===== src/hdl/mtep_pkg.sv =====
package mtep_pkg;

   // Longest variable-length quantity accepted, in bytes
   localparam int MAX_LENGTH_BYTES = 4;

   localparam int LEN_W   = 28;
   localparam int COUNT_W = 3;

   typedef enum logic [2:0] {
      PH_DELTA,
      PH_STATUS,
      PH_PARAM1,
      PH_PARAM2,
      PH_METATYPE,
      PH_LENGTH,
      PH_PAYLOAD,
      PH_DONE
   } phase_type;

   // Result kinds
   localparam logic [2:0] KIND_CHANNEL = 3'd0;
   localparam logic [2:0] KIND_SYSEX   = 3'd1;
   localparam logic [2:0] KIND_META    = 3'd2;
   localparam logic [2:0] KIND_PAYLOAD = 3'd3;
   localparam logic [2:0] KIND_ERROR   = 3'd4;

   // Error codes
   localparam logic [1:0] ERR_TOO_LONG = 2'd1;
   localparam logic [1:0] ERR_UNKNOWN  = 2'd2;

   // Status bytes and nibbles
   localparam logic [7:0] ST_SYSEX     = 8'hF0;
   localparam logic [7:0] ST_SYSEX_ESC = 8'hF7;
   localparam logic [7:0] ST_META      = 8'hFF;
   localparam logic [7:0] META_END     = 8'h2F;
   localparam logic [3:0] NIB_NOTE_OFF = 4'h8;
   localparam logic [3:0] NIB_NOTE_ON  = 4'h9;
   localparam logic [3:0] NIB_POLY_AT  = 4'hA;
   localparam logic [3:0] NIB_CONTROL  = 4'hB;
   localparam logic [3:0] NIB_PROGRAM  = 4'hC;
   localparam logic [3:0] NIB_CHAN_AT  = 4'hD;
   localparam logic [3:0] NIB_BEND     = 4'hE;

   typedef struct packed {
      phase_type          phase;
      logic [LEN_W-1:0]   acc;
      logic [COUNT_W-1:0] cnt;
      logic [7:0]         running;
      logic [7:0]         current;
      logic [LEN_W-1:0]   held_delta;
      logic [7:0]         held_p1;
      logic [7:0]         held_meta;
      logic [LEN_W-1:0]   remaining;
      logic               err;
   } state_type;

   // Parse state after reset: waiting for a delta time, everything else clear
   localparam state_type STATE_RESET = '{
      phase:      PH_DELTA,
      acc:        '0,
      cnt:        '0,
      running:    8'h00,
      current:    8'h00,
      held_delta: '0,
      held_p1:    8'h00,
      held_meta:  8'h00,
      remaining:  '0,
      err:        1'b0
   };

   typedef struct packed {
      logic [2:0]       event_kind;
      logic [LEN_W-1:0] delta_ticks;
      logic [7:0]       status_value;
      logic [3:0]       channel_number;
      logic [7:0]       first_param;
      logic [7:0]       second_param;
      logic [7:0]       meta_kind;
      logic [LEN_W-1:0] payload_length;
      logic [7:0]       payload_byte;
      logic             last_of_event;
      logic [1:0]       error_code;
      logic             track_end;
   } result_type;

   typedef struct packed {
      logic load;
      logic emit;
   } out_ctl_type;

endpackage


===== src/hdl/mtep_if.sv =====
interface mtep_req_if;
   logic       valid;
   logic       ready;
   logic [7:0] data_byte;
   logic       track_start;

   modport source (output valid, data_byte, track_start, input ready);
   modport sink   (input valid, data_byte, track_start, output ready);
endinterface

interface mtep_rsp_if;
   logic                       valid;
   logic                       ready;
   logic [2:0]                 event_kind;
   logic [mtep_pkg::LEN_W-1:0] delta_ticks;
   logic [7:0]                 status_value;
   logic [3:0]                 channel_number;
   logic [7:0]                 first_param;
   logic [7:0]                 second_param;
   logic [7:0]                 meta_kind;
   logic [mtep_pkg::LEN_W-1:0] payload_length;
   logic [7:0]                 payload_byte;
   logic                       last_of_event;
   logic [1:0]                 error_code;
   logic                       track_end;

   modport source (output valid, event_kind, delta_ticks, status_value, channel_number,
                   first_param, second_param, meta_kind, payload_length, payload_byte,
                   last_of_event, error_code, track_end, input ready);
   modport sink   (input valid, event_kind, delta_ticks, status_value, channel_number,
                   first_param, second_param, meta_kind, payload_length, payload_byte,
                   last_of_event, error_code, track_end, output ready);
endinterface


===== src/hdl/midi_track_event_parser.sv =====
// Standard MIDI track event parser. Feed the track one byte per req word, with
// track_start set on the first byte of each track; every byte yields at most one
// rsp word (channel event, sysex or meta header, payload byte, or error). A new
// byte is taken every cycle while rsp keeps taking words: the parse state is a
// single register loop updated once per byte, so sustained rate is one byte per
// clock. A byte is caught in the input register when accepted, then parsed into
// the result register when it can take the word, and that register drives rsp.
// While the result register holds a word that rsp does not take, the next byte
// waits in the input register and req drops ready. After an error or end-of-track
// meta event, bytes are dropped silently until the next track_start.
module midi_track_event_parser (
   input  logic       clock,
   input  logic       reset,
   mtep_req_if.sink   req_bus,
   mtep_rsp_if.source rsp_bus
);

   // Input register
   logic       in_valid_ff;
   logic       in_valid_in;
   logic [7:0] in_byte_ff;
   logic       in_start_ff;

   // Parse state, advanced once per byte
   mtep_pkg::state_type state_ff;
   mtep_pkg::state_type state_in;

   mtep_pkg::result_type  step_result;
   logic                  step_emit;
   mtep_pkg::out_ctl_type out_ctl;
   logic                  out_can_take;
   logic                  advance;

   // Process the held byte once the result register can take its word
   assign advance       = in_valid_ff && out_can_take;
   assign req_bus.ready = !in_valid_ff || advance;

   assign out_ctl.load = advance;
   assign out_ctl.emit = step_emit;

   always_comb begin
      if (req_bus.ready) begin
         in_valid_in = req_bus.valid;
      end else begin
         in_valid_in = in_valid_ff;
      end
   end

   always_ff @(posedge clock) begin
      if (reset) begin
         in_valid_ff <= 1'b0;
      end else begin
         in_valid_ff <= in_valid_in;
      end
   end

   // Hold the byte until it is parsed
   always_ff @(posedge clock) begin
      if (req_bus.valid && req_bus.ready) begin
         in_byte_ff  <= req_bus.data_byte;
         in_start_ff <= req_bus.track_start;
      end
   end

   // Advance the parse state only when the byte is consumed
   always_ff @(posedge clock) begin
      if (reset) begin
         state_ff <= mtep_pkg::STATE_RESET;
      end else if (advance) begin
         state_ff <= state_in;
      end
   end

   mtep_step u_step (
      .state_cur (state_ff),
      .byte_cur  (in_byte_ff),
      .start_cur (in_start_ff),
      .state_nxt (state_in),
      .result    (step_result),
      .emit      (step_emit)
   );

   mtep_out_reg u_out_reg (
      .clock    (clock),
      .reset    (reset),
      .ctl      (out_ctl),
      .result   (step_result),
      .can_take (out_can_take),
      .rsp_bus  (rsp_bus)
   );

endmodule


===== src/hdl/mtep_step.sv =====
module mtep_step (
   input  mtep_pkg::state_type  state_cur,
   input  logic [7:0]           byte_cur,
   input  logic                 start_cur,
   output mtep_pkg::state_type  state_nxt,
   output mtep_pkg::result_type result,
   output logic                 emit
);

   localparam logic [3:0] LEN_LIMIT = 4'(mtep_pkg::MAX_LENGTH_BYTES);

   mtep_pkg::state_type       s;
   logic                      fresh;
   logic [7:0]                rs;
   logic [7:0]                cur;
   logic                      dual_param;
   logic                      one_param;
   logic                      is_sysex;
   logic                      is_meta;
   logic [mtep_pkg::LEN_W-1:0] base_acc;
   logic [mtep_pkg::COUNT_W-1:0] base_cnt;
   logic [mtep_pkg::LEN_W-1:0] vl_acc;
   logic [3:0]                vl_n;
   logic                      vl_done;
   logic                      vl_long;
   logic                      take_len;
   logic [mtep_pkg::LEN_W-1:0] rem_dec;
   logic [mtep_pkg::LEN_W-1:0] blk_plen;
   logic                      blk_last;
   logic                      blk_end;

   // Track start wipes running status and any latched error before the byte
   always_comb begin
      s = state_cur;
      if (start_cur) begin
         s.running = '0;
         s.err     = 1'b0;
         s.phase   = mtep_pkg::PH_DELTA;
         s.acc     = '0;
         s.cnt     = '0;
      end
   end

   // Status class, variable-length step and block fields
   always_comb begin
      fresh = byte_cur[7];
      rs    = fresh ? byte_cur : s.running;
      cur   = (s.phase == mtep_pkg::PH_STATUS) ? rs : s.current;
      dual_param = 1'b0;
      one_param = 1'b0;
      unique case (cur[7:4]) inside
         mtep_pkg::NIB_NOTE_OFF, mtep_pkg::NIB_NOTE_ON, mtep_pkg::NIB_POLY_AT,
         mtep_pkg::NIB_CONTROL, mtep_pkg::NIB_BEND: dual_param = 1'b1;
         mtep_pkg::NIB_PROGRAM, mtep_pkg::NIB_CHAN_AT: one_param = 1'b1;
         default: ;
      endcase
      is_sysex = (cur == mtep_pkg::ST_SYSEX) || (cur == mtep_pkg::ST_SYSEX_ESC);
      is_meta  = (cur == mtep_pkg::ST_META);

      base_acc = (s.phase == mtep_pkg::PH_STATUS) ? '0 : s.acc;
      base_cnt = (s.phase == mtep_pkg::PH_STATUS) ? '0 : s.cnt;
      vl_acc   = {base_acc[mtep_pkg::LEN_W-8:0], byte_cur[6:0]};
      vl_n     = {1'b0, base_cnt} + 4'd1;
      vl_done  = !byte_cur[7];
      vl_long  = byte_cur[7] && (vl_n >= LEN_LIMIT);

      take_len = (s.phase == mtep_pkg::PH_LENGTH) ||
                 ((s.phase == mtep_pkg::PH_STATUS) && is_sysex && !fresh);

      rem_dec = s.remaining - mtep_pkg::LEN_W'(1);
      if (s.phase == mtep_pkg::PH_PAYLOAD) begin
         blk_plen = s.acc;
         blk_last = (rem_dec == '0);
      end else begin
         blk_plen = vl_acc;
         blk_last = (vl_acc == '0);
      end
      blk_end = blk_last && is_meta && (s.held_meta == mtep_pkg::META_END);
   end

   // Next state
   always_comb begin
      state_nxt = s;
      if (!s.err) begin
         unique case (s.phase)
            mtep_pkg::PH_DONE: ;
            mtep_pkg::PH_STATUS: begin
               state_nxt.running = rs;
               state_nxt.current = rs;
               if (dual_param) begin
                  if (fresh) begin
                     state_nxt.phase = mtep_pkg::PH_PARAM1;
                  end else begin
                     state_nxt.held_p1 = byte_cur;
                     state_nxt.phase   = mtep_pkg::PH_PARAM2;
                  end
               end else if (one_param) begin
                  if (fresh) begin
                     state_nxt.phase = mtep_pkg::PH_PARAM1;
                  end else begin
                     state_nxt.phase = mtep_pkg::PH_DELTA;
                     state_nxt.acc   = '0;
                     state_nxt.cnt   = '0;
                  end
               end else if (is_sysex) begin
                  state_nxt.acc   = '0;
                  state_nxt.cnt   = '0;
                  state_nxt.phase = mtep_pkg::PH_LENGTH;
               end else if (is_meta) begin
                  if (fresh) begin
                     state_nxt.phase = mtep_pkg::PH_METATYPE;
                  end else begin
                     state_nxt.held_meta = byte_cur;
                     state_nxt.acc       = '0;
                     state_nxt.cnt       = '0;
                     state_nxt.phase     = mtep_pkg::PH_LENGTH;
                  end
               end else begin
                  state_nxt.err = 1'b1;
               end
            end
            mtep_pkg::PH_PARAM1: begin
               if (one_param) begin
                  state_nxt.phase = mtep_pkg::PH_DELTA;
                  state_nxt.acc   = '0;
                  state_nxt.cnt   = '0;
               end else begin
                  state_nxt.held_p1 = byte_cur;
                  state_nxt.phase   = mtep_pkg::PH_PARAM2;
               end
            end
            mtep_pkg::PH_PARAM2: begin
               state_nxt.phase = mtep_pkg::PH_DELTA;
               state_nxt.acc   = '0;
               state_nxt.cnt   = '0;
            end
            mtep_pkg::PH_METATYPE: begin
               state_nxt.held_meta = byte_cur;
               state_nxt.acc       = '0;
               state_nxt.cnt       = '0;
               state_nxt.phase     = mtep_pkg::PH_LENGTH;
            end
            mtep_pkg::PH_LENGTH: ;
            mtep_pkg::PH_PAYLOAD: begin
               state_nxt.remaining = rem_dec;
               if (blk_last) begin
                  if (blk_end) begin
                     state_nxt.phase = mtep_pkg::PH_DONE;
                  end else begin
                     state_nxt.phase = mtep_pkg::PH_DELTA;
                     state_nxt.acc   = '0;
                     state_nxt.cnt   = '0;
                  end
               end
            end
            default: begin
               state_nxt.acc = vl_acc;
               if (vl_long) begin
                  state_nxt.err = 1'b1;
               end else if (vl_done) begin
                  state_nxt.held_delta = vl_acc;
                  state_nxt.phase      = mtep_pkg::PH_STATUS;
               end else begin
                  state_nxt.cnt   = vl_n[mtep_pkg::COUNT_W-1:0];
                  state_nxt.phase = mtep_pkg::PH_DELTA;
               end
            end
         endcase

         // Payload length byte, also reached by running status on sysex
         if (take_len) begin
            state_nxt.acc = vl_acc;
            if (vl_long) begin
               state_nxt.err = 1'b1;
            end else if (!vl_done) begin
               state_nxt.cnt = vl_n[mtep_pkg::COUNT_W-1:0];
            end else begin
               state_nxt.remaining = vl_acc;
               state_nxt.phase     = mtep_pkg::PH_PAYLOAD;
               if (blk_last) begin
                  if (blk_end) begin
                     state_nxt.phase = mtep_pkg::PH_DONE;
                  end else begin
                     state_nxt.phase = mtep_pkg::PH_DELTA;
                     state_nxt.acc   = '0;
                     state_nxt.cnt   = '0;
                  end
               end
            end
         end
      end
   end

   // Result word
   always_comb begin
      result = '0;
      emit   = 1'b0;
      if (!s.err) begin
         unique case (s.phase)
            mtep_pkg::PH_STATUS: begin
               if (dual_param || is_sysex || is_meta) begin
                  emit = 1'b0;
               end else if (one_param) begin
                  if (!fresh) begin
                     emit                  = 1'b1;
                     result.event_kind     = mtep_pkg::KIND_CHANNEL;
                     result.delta_ticks    = s.held_delta;
                     result.status_value   = {cur[7:4], 4'h0};
                     result.channel_number = cur[3:0];
                     result.first_param    = byte_cur;
                     result.last_of_event  = 1'b1;
                  end
               end else begin
                  emit                 = 1'b1;
                  result.event_kind    = mtep_pkg::KIND_ERROR;
                  result.delta_ticks   = s.held_delta;
                  result.status_value  = rs;
                  result.error_code    = mtep_pkg::ERR_UNKNOWN;
                  result.last_of_event = 1'b1;
               end
            end
            mtep_pkg::PH_PARAM1: begin
               if (one_param) begin
                  emit                  = 1'b1;
                  result.event_kind     = mtep_pkg::KIND_CHANNEL;
                  result.delta_ticks    = s.held_delta;
                  result.status_value   = {cur[7:4], 4'h0};
                  result.channel_number = cur[3:0];
                  result.first_param    = byte_cur;
                  result.last_of_event  = 1'b1;
               end
            end
            mtep_pkg::PH_PARAM2: begin
               emit                  = 1'b1;
               result.event_kind     = mtep_pkg::KIND_CHANNEL;
               result.delta_ticks    = s.held_delta;
               result.status_value   = {cur[7:4], 4'h0};
               result.channel_number = cur[3:0];
               result.first_param    = s.held_p1;
               result.second_param   = byte_cur;
               result.last_of_event  = 1'b1;
            end
            mtep_pkg::PH_PAYLOAD: begin
               emit                  = 1'b1;
               result.event_kind     = mtep_pkg::KIND_PAYLOAD;
               result.delta_ticks    = s.held_delta;
               result.status_value   = cur;
               result.meta_kind      = is_meta ? s.held_meta : 8'h00;
               result.payload_length = blk_plen;
               result.payload_byte   = byte_cur;
               result.last_of_event  = blk_last;
               result.track_end      = blk_end;
            end
            mtep_pkg::PH_DELTA: begin
               if (vl_long) begin
                  emit                 = 1'b1;
                  result.event_kind    = mtep_pkg::KIND_ERROR;
                  result.error_code    = mtep_pkg::ERR_TOO_LONG;
                  result.last_of_event = 1'b1;
               end
            end
            default: ;
         endcase

         if (take_len) begin
            if (vl_long) begin
               emit                 = 1'b1;
               result.event_kind    = mtep_pkg::KIND_ERROR;
               result.delta_ticks   = s.held_delta;
               result.status_value  = cur;
               result.error_code    = mtep_pkg::ERR_TOO_LONG;
               result.last_of_event = 1'b1;
            end else if (vl_done) begin
               emit                  = 1'b1;
               result.event_kind     = is_meta ? mtep_pkg::KIND_META : mtep_pkg::KIND_SYSEX;
               result.delta_ticks    = s.held_delta;
               result.status_value   = cur;
               result.meta_kind      = is_meta ? s.held_meta : 8'h00;
               result.payload_length = blk_plen;
               result.last_of_event  = blk_last;
               result.track_end      = blk_end;
            end
         end
      end
   end

endmodule


===== src/hdl/mtep_out_reg.sv =====
module mtep_out_reg (
   input  logic                 clock,
   input  logic                 reset,
   input  mtep_pkg::out_ctl_type ctl,
   input  mtep_pkg::result_type  result,
   output logic                 can_take,
   mtep_rsp_if.source           rsp_bus
);

   logic                 out_valid_ff;
   logic                 out_valid_in;
   mtep_pkg::result_type out_data_ff;

   assign can_take = !out_valid_ff || rsp_bus.ready;

   always_comb begin
      if (ctl.load) begin
         out_valid_in = ctl.emit;
      end else if (rsp_bus.ready) begin
         out_valid_in = 1'b0;
      end else begin
         out_valid_in = out_valid_ff;
      end
   end

   always_ff @(posedge clock) begin
      if (reset) begin
         out_valid_ff <= 1'b0;
      end else begin
         out_valid_ff <= out_valid_in;
      end
   end

   always_ff @(posedge clock) begin
      if (ctl.load && ctl.emit) begin
         out_data_ff <= result;
      end
   end

   assign rsp_bus.valid          = out_valid_ff;
   assign rsp_bus.event_kind     = out_data_ff.event_kind;
   assign rsp_bus.delta_ticks    = out_data_ff.delta_ticks;
   assign rsp_bus.status_value   = out_data_ff.status_value;
   assign rsp_bus.channel_number = out_data_ff.channel_number;
   assign rsp_bus.first_param    = out_data_ff.first_param;
   assign rsp_bus.second_param   = out_data_ff.second_param;
   assign rsp_bus.meta_kind      = out_data_ff.meta_kind;
   assign rsp_bus.payload_length = out_data_ff.payload_length;
   assign rsp_bus.payload_byte   = out_data_ff.payload_byte;
   assign rsp_bus.last_of_event  = out_data_ff.last_of_event;
   assign rsp_bus.error_code     = out_data_ff.error_code;
   assign rsp_bus.track_end      = out_data_ff.track_end;

endmodule


===== src/flat_wrapper.sv =====
// flat-port wrapper written by rule: the top's interface ports become plain ports
module midi_track_event_parser_flat 
  (clock, reset, req_bus_valid, req_bus_data_byte, req_bus_track_start, req_bus_ready, rsp_bus_valid, rsp_bus_event_kind, rsp_bus_delta_ticks, rsp_bus_status_value, rsp_bus_channel_number, rsp_bus_first_param, rsp_bus_second_param, rsp_bus_meta_kind, rsp_bus_payload_length, rsp_bus_payload_byte, rsp_bus_last_of_event, rsp_bus_error_code, rsp_bus_track_end, rsp_bus_ready);
  mtep_req_if req_bus_i ();
  mtep_rsp_if rsp_bus_i ();
  input  logic clock;
  input  logic reset;
  input wire logic [$bits(req_bus_i.valid)-1:0] req_bus_valid;
  input wire logic [$bits(req_bus_i.data_byte)-1:0] req_bus_data_byte;
  input wire logic [$bits(req_bus_i.track_start)-1:0] req_bus_track_start;
  output wire logic [$bits(req_bus_i.ready)-1:0] req_bus_ready;
  output wire logic [$bits(rsp_bus_i.valid)-1:0] rsp_bus_valid;
  output wire logic [$bits(rsp_bus_i.event_kind)-1:0] rsp_bus_event_kind;
  output wire logic [$bits(rsp_bus_i.delta_ticks)-1:0] rsp_bus_delta_ticks;
  output wire logic [$bits(rsp_bus_i.status_value)-1:0] rsp_bus_status_value;
  output wire logic [$bits(rsp_bus_i.channel_number)-1:0] rsp_bus_channel_number;
  output wire logic [$bits(rsp_bus_i.first_param)-1:0] rsp_bus_first_param;
  output wire logic [$bits(rsp_bus_i.second_param)-1:0] rsp_bus_second_param;
  output wire logic [$bits(rsp_bus_i.meta_kind)-1:0] rsp_bus_meta_kind;
  output wire logic [$bits(rsp_bus_i.payload_length)-1:0] rsp_bus_payload_length;
  output wire logic [$bits(rsp_bus_i.payload_byte)-1:0] rsp_bus_payload_byte;
  output wire logic [$bits(rsp_bus_i.last_of_event)-1:0] rsp_bus_last_of_event;
  output wire logic [$bits(rsp_bus_i.error_code)-1:0] rsp_bus_error_code;
  output wire logic [$bits(rsp_bus_i.track_end)-1:0] rsp_bus_track_end;
  input wire logic [$bits(rsp_bus_i.ready)-1:0] rsp_bus_ready;
  assign req_bus_i.valid = req_bus_valid;
  assign req_bus_i.data_byte = req_bus_data_byte;
  assign req_bus_i.track_start = req_bus_track_start;
  assign req_bus_ready = req_bus_i.ready;
  assign rsp_bus_valid = rsp_bus_i.valid;
  assign rsp_bus_event_kind = rsp_bus_i.event_kind;
  assign rsp_bus_delta_ticks = rsp_bus_i.delta_ticks;
  assign rsp_bus_status_value = rsp_bus_i.status_value;
  assign rsp_bus_channel_number = rsp_bus_i.channel_number;
  assign rsp_bus_first_param = rsp_bus_i.first_param;
  assign rsp_bus_second_param = rsp_bus_i.second_param;
  assign rsp_bus_meta_kind = rsp_bus_i.meta_kind;
  assign rsp_bus_payload_length = rsp_bus_i.payload_length;
  assign rsp_bus_payload_byte = rsp_bus_i.payload_byte;
  assign rsp_bus_last_of_event = rsp_bus_i.last_of_event;
  assign rsp_bus_error_code = rsp_bus_i.error_code;
  assign rsp_bus_track_end = rsp_bus_i.track_end;
  assign rsp_bus_i.ready = rsp_bus_ready;
  midi_track_event_parser u_core (.clock(clock), .reset(reset), .req_bus(req_bus_i), .rsp_bus(rsp_bus_i));
endmodule

===== config.mk =====
export PLATFORM = sky130hd
export DESIGN_NAME = midi_track_event_parser_flat
export DESIGN_NICKNAME = d
export VERILOG_FILES = /design/src/hdl/mtep_pkg.sv /design/src/hdl/mtep_if.sv /design/src/hdl/midi_track_event_parser.sv /design/src/hdl/mtep_step.sv /design/src/hdl/mtep_out_reg.sv /design/src/flat_wrapper.sv
export SDC_FILE = /design/constraint.sdc
export NUM_CORES = 1
export LEC_CHECK = 0
export BUFFER_PORTS_ARGS = -buffer_cell sky130_fd_sc_hd__buf_2
export CAP_MARGIN = 20
export CORE_ASPECT_RATIO = 1.4
export CORE_MARGIN = 8
export CORE_UTILIZATION = 50
export DETAILED_ROUTE_END_ITERATION = 8
export PLACE_DENSITY_LB_ADDON = 0.05
export SYNTH_ARGS = -nofsm -noshare
export SYNTH_HDL_FRONTEND = slang
export SYNTH_SLANG_ARGS = --single-unit

===== constraint.sdc =====
create_clock -name clock -period 5.62 [get_ports clock]
set_input_delay 0.562 -clock clock [delete_from_list [all_inputs] [get_ports clock]]
set_output_delay 0.562 -clock clock [all_outputs]
set_load 0.05 [all_outputs]

==> metrics.txt <==
GPL Wtd Cong=approximately 0.95; cell count after placement=roughly 1.6k; clk sink count=roughly 240; synth top area cells=edfxtp_1, dfxtp_1, a21oi_1; peak fanout along the critical path=64; Yosys top cell area share=0.298; clock skew=0.0167 ns; post-cts resize count=0; antenna viol nets, final=0; Worst-Skew Late Latency=roughly 0.52 ns; pwr/cell area=~280 mW/mm²; first-pass GRT wire length=54900 µm; Synth Instances=1243; worst-margin pin slew=between 1 and 1.5 ns; Final setup viols=0; hold crit path type=in -> reg; Post-DP HPWL=roughly 24000 µm; clk slew on worst S/H paths=~0.070 ns; Max rail drop VDD=between 200 and 300 µV; I/O pins=approximately 120; Layout area overhead=14.2%; postcts setup bufs=0; most frequent cells in the layout=nand2_1, dfxtp_1, a21oi_1, buf_2, edfxtp_1; GRT Overall Usage=0.236; Final Util=0.577; ys flop type=dfxtp_1; Crit Path Category=reg -> reg; Met2 Wirelength=~17000 µm; Die W=~150 µm; Yosys top cell by area=edfxtp_1; WL/cell=~21 µm; number of CTS-inserted buffers=23; Synth Warn #=0; Core Region=around 0.023 mm²; vias=between 9k and 10k; Critical Path End Type=flop; commonest non-fill, non-tap cell in the layout=nand2_1; Finished Layout Cells=~1.6k; Syn Std Cell Area=about 0.012 mm²; worst rel slew slack=0.310; mean post-synth cell area=between 9 and 10 µm²; Clock power frac=0.453; Gate power share=0.049; hold-fix buffers at CTS=0; share of cells above drive strength 1=0.159; critical path required time=~5.8 ns; final period utilization=0.894; total internal power=2.92 mW; fillers=approximately 2.1k; initial antenna violation count=0; final count of hold timing violations=0; met3 WL=2200 µm; Port Buffer Count=between 100 and 150; EDFF count, synth=approximately 120; H-tree Lvls=1; Max-Cap Viols=0; setup TNS=0 ns; die area=~0.029 mm²; # rows=between 60 and 70; initial core utilization=0.505; startpoint types=flop; grt ovf=0; pins over their slew limit=0; reg-to-reg setup timing slack=around 0.60 ns; ANT cells=0; status=complete, no violations; Post-Syn Nets=1263; Die H=about 200 µm; switching share of power=0.219; DR pass1 iterations=5; RSZ-0062 raised after global routing=no; #FFs+latches synth=~240; Distinct cells, synth=77; clk buf depth=3; pin count of the biggest net entering global routing=a little over 80; DR top layer=met4; Flop pwr share=0.498; Post-Route M1 WL=14800 µm; asr flop ratio synth=0; nets=1334; final wirelength=about 35000 µm; vias in the first global route=9595; Root Buffer=clkbuf_16; DRC Markers=0; min Tclk post-route=around 5 ns; first-iteration detailed-routing DRC count=around 900; DR vias/cell=~6; Psw=between 800 and 900 µW; Leakage=around 5 nW; CP arrival=between 5 and 6 ns; CTS tree=done; max frequency=around 0.2 GHz; register area share after synthesis=0.512
[cell usage after synthesis, types with 11 or more instances]
cell type,n
a211oi_1,15
a21oi_1,125
a22oi_1,27
a32o_1,22
and2_1,56
and3_1,14
buf_1,13
buf_2,11
clkbuf_1,71
dfxtp_1,125
edfxtp_1,116
inv_1,19
mux2i_1,19
nand2_1,147
nand2b_1,11
nand3_1,55
nand4_1,28
nor2_1,101
nor3_1,35
nor4_1,17
o21ai_0,34
o22ai_1,11
or3_1,18
[layer usage]
metal | global-route usage | vias up
li1 | - | 4731
met1 | 0.303 | 4803
met2 | 0.400 | 379
met3 | 0.0372 | 63
met4 | 0.0770 | 0
met5 | 0 | -
[power groups by stage]
stage / registers (mW) / clock network (mW) / logic, mW
after global routing: 1.87 / 1.79 / 0.200
after floorplan: 1.89 / 0 / 0.129
after CTS: 1.86 / 1.73 / 0.183
final: 1.87 / 1.70 / 0.184
after global placement: 1.90 / 0 / 0.182
after detailed placement: 1.90 / 0 / 0.182
[worst max-delay path: stages, from the launching register on]
cell        delay (ns)
edfxtp_1          0.36
buf_4             0.20
inv_1             0.20
nand2_1           0.19
inv_1             0.12
ha_1              0.54
nand2_1           0.47
a2111oi_1         0.69
a2bb2oi_2         0.23
o21a_1            0.33
a21oi_1           0.51
or3_1             0.23
o21ai_2           0.08
clkinvlp_4        0.18
buf_12            0.28
[cell families after synthesis]
kind of cell             count (synthesis)  share of synthesized area
AO/OA/AOI/OAI                          329                      0.195
XOR/XNOR                                12                    0.00899
adder cells (fa/ha/maj)                  7                    0.00749
buffers and inverters                  119                     0.0416
flip-flops                             241                      0.512
multiplexers                            19                     0.0163
AND/OR/NAND/NOR                        516                      0.218
[flip-flops by register name (all words and copies together), names as in the netlist]
register and count:
u_core.in_start_ff 1, u_core.u_out_reg.rsp_bus.last_of_event 1, u_core.u_out_reg.rsp_bus.track_end 1, u_core.u_out_reg.rsp_bus.event_kind 3, u_core.u_out_reg.rsp_bus.first_param 8, u_core.u_out_reg.rsp_bus.payload_length 28, u_core.u_out_reg.rsp_bus.payload_byte 8, u_core.state_ff 123
u_core.u_out_reg.rsp_bus.status_value 8, u_core.u_out_reg.rsp_bus.valid 1, u_core.u_out_reg.rsp_bus.channel_number 4, u_core.u_out_reg.rsp_bus.meta_kind 8, u_core.in_byte_ff 8, u_core.u_out_reg.rsp_bus.delta_ticks 28, u_core.in_valid_ff 1, u_core.u_out_reg.rsp_bus.error_code 2
u_core.u_out_reg.rsp_bus.second_param 8
[stage by stage]
stage	power (mW)	cell area [µm²]	hold slack, ns	worst slack (ns)
2_1_floorplan	2.02	11700	0.432	0.0350
4_1_cts	3.78	13300	0.200	0.635
5_1_grt	3.85	13300	0.199	0.182
3_5_place_dp	2.09	12500	0.442	0.675
3_3_place_gp	2.09	12500	0.438	0.857
6_report	3.75	13300	0.219	0.595
[final cells by class]
type / count / area, µm² / area share
Multi-Input combinational cell: 883 / 5260 / 0.394
Clock inverter: 16 / 229 / 0.0172
Tap cell: 306 / 383 / 0.0287
Sequential cell: 241 / 5990 / 0.449
Timing Repair Buffer: 146 / 818 / 0.0613
Clock buffer: 26 / 597 / 0.0447
Inverter: 19 / 75.1 / 0.00563
[worst paths after layout]
kind | start | endpoint | cells past startpoint
setup / recovery | u_core.in_start_ff | u_core.u_out_reg.rsp_bus.delta_ticks[15] | 14
setup reg to reg | u_core.in_start_ff | u_core.u_out_reg.rsp_bus.delta_ticks[15] | 14
hold reg to reg | u_core.state_ff[66] | u_core.state_ff[66] | 2
hold / removal | req_bus_data_byte[3] | u_core.in_byte_ff[3] | 1
Note: power is estimated with default switching activity, not from simulation.
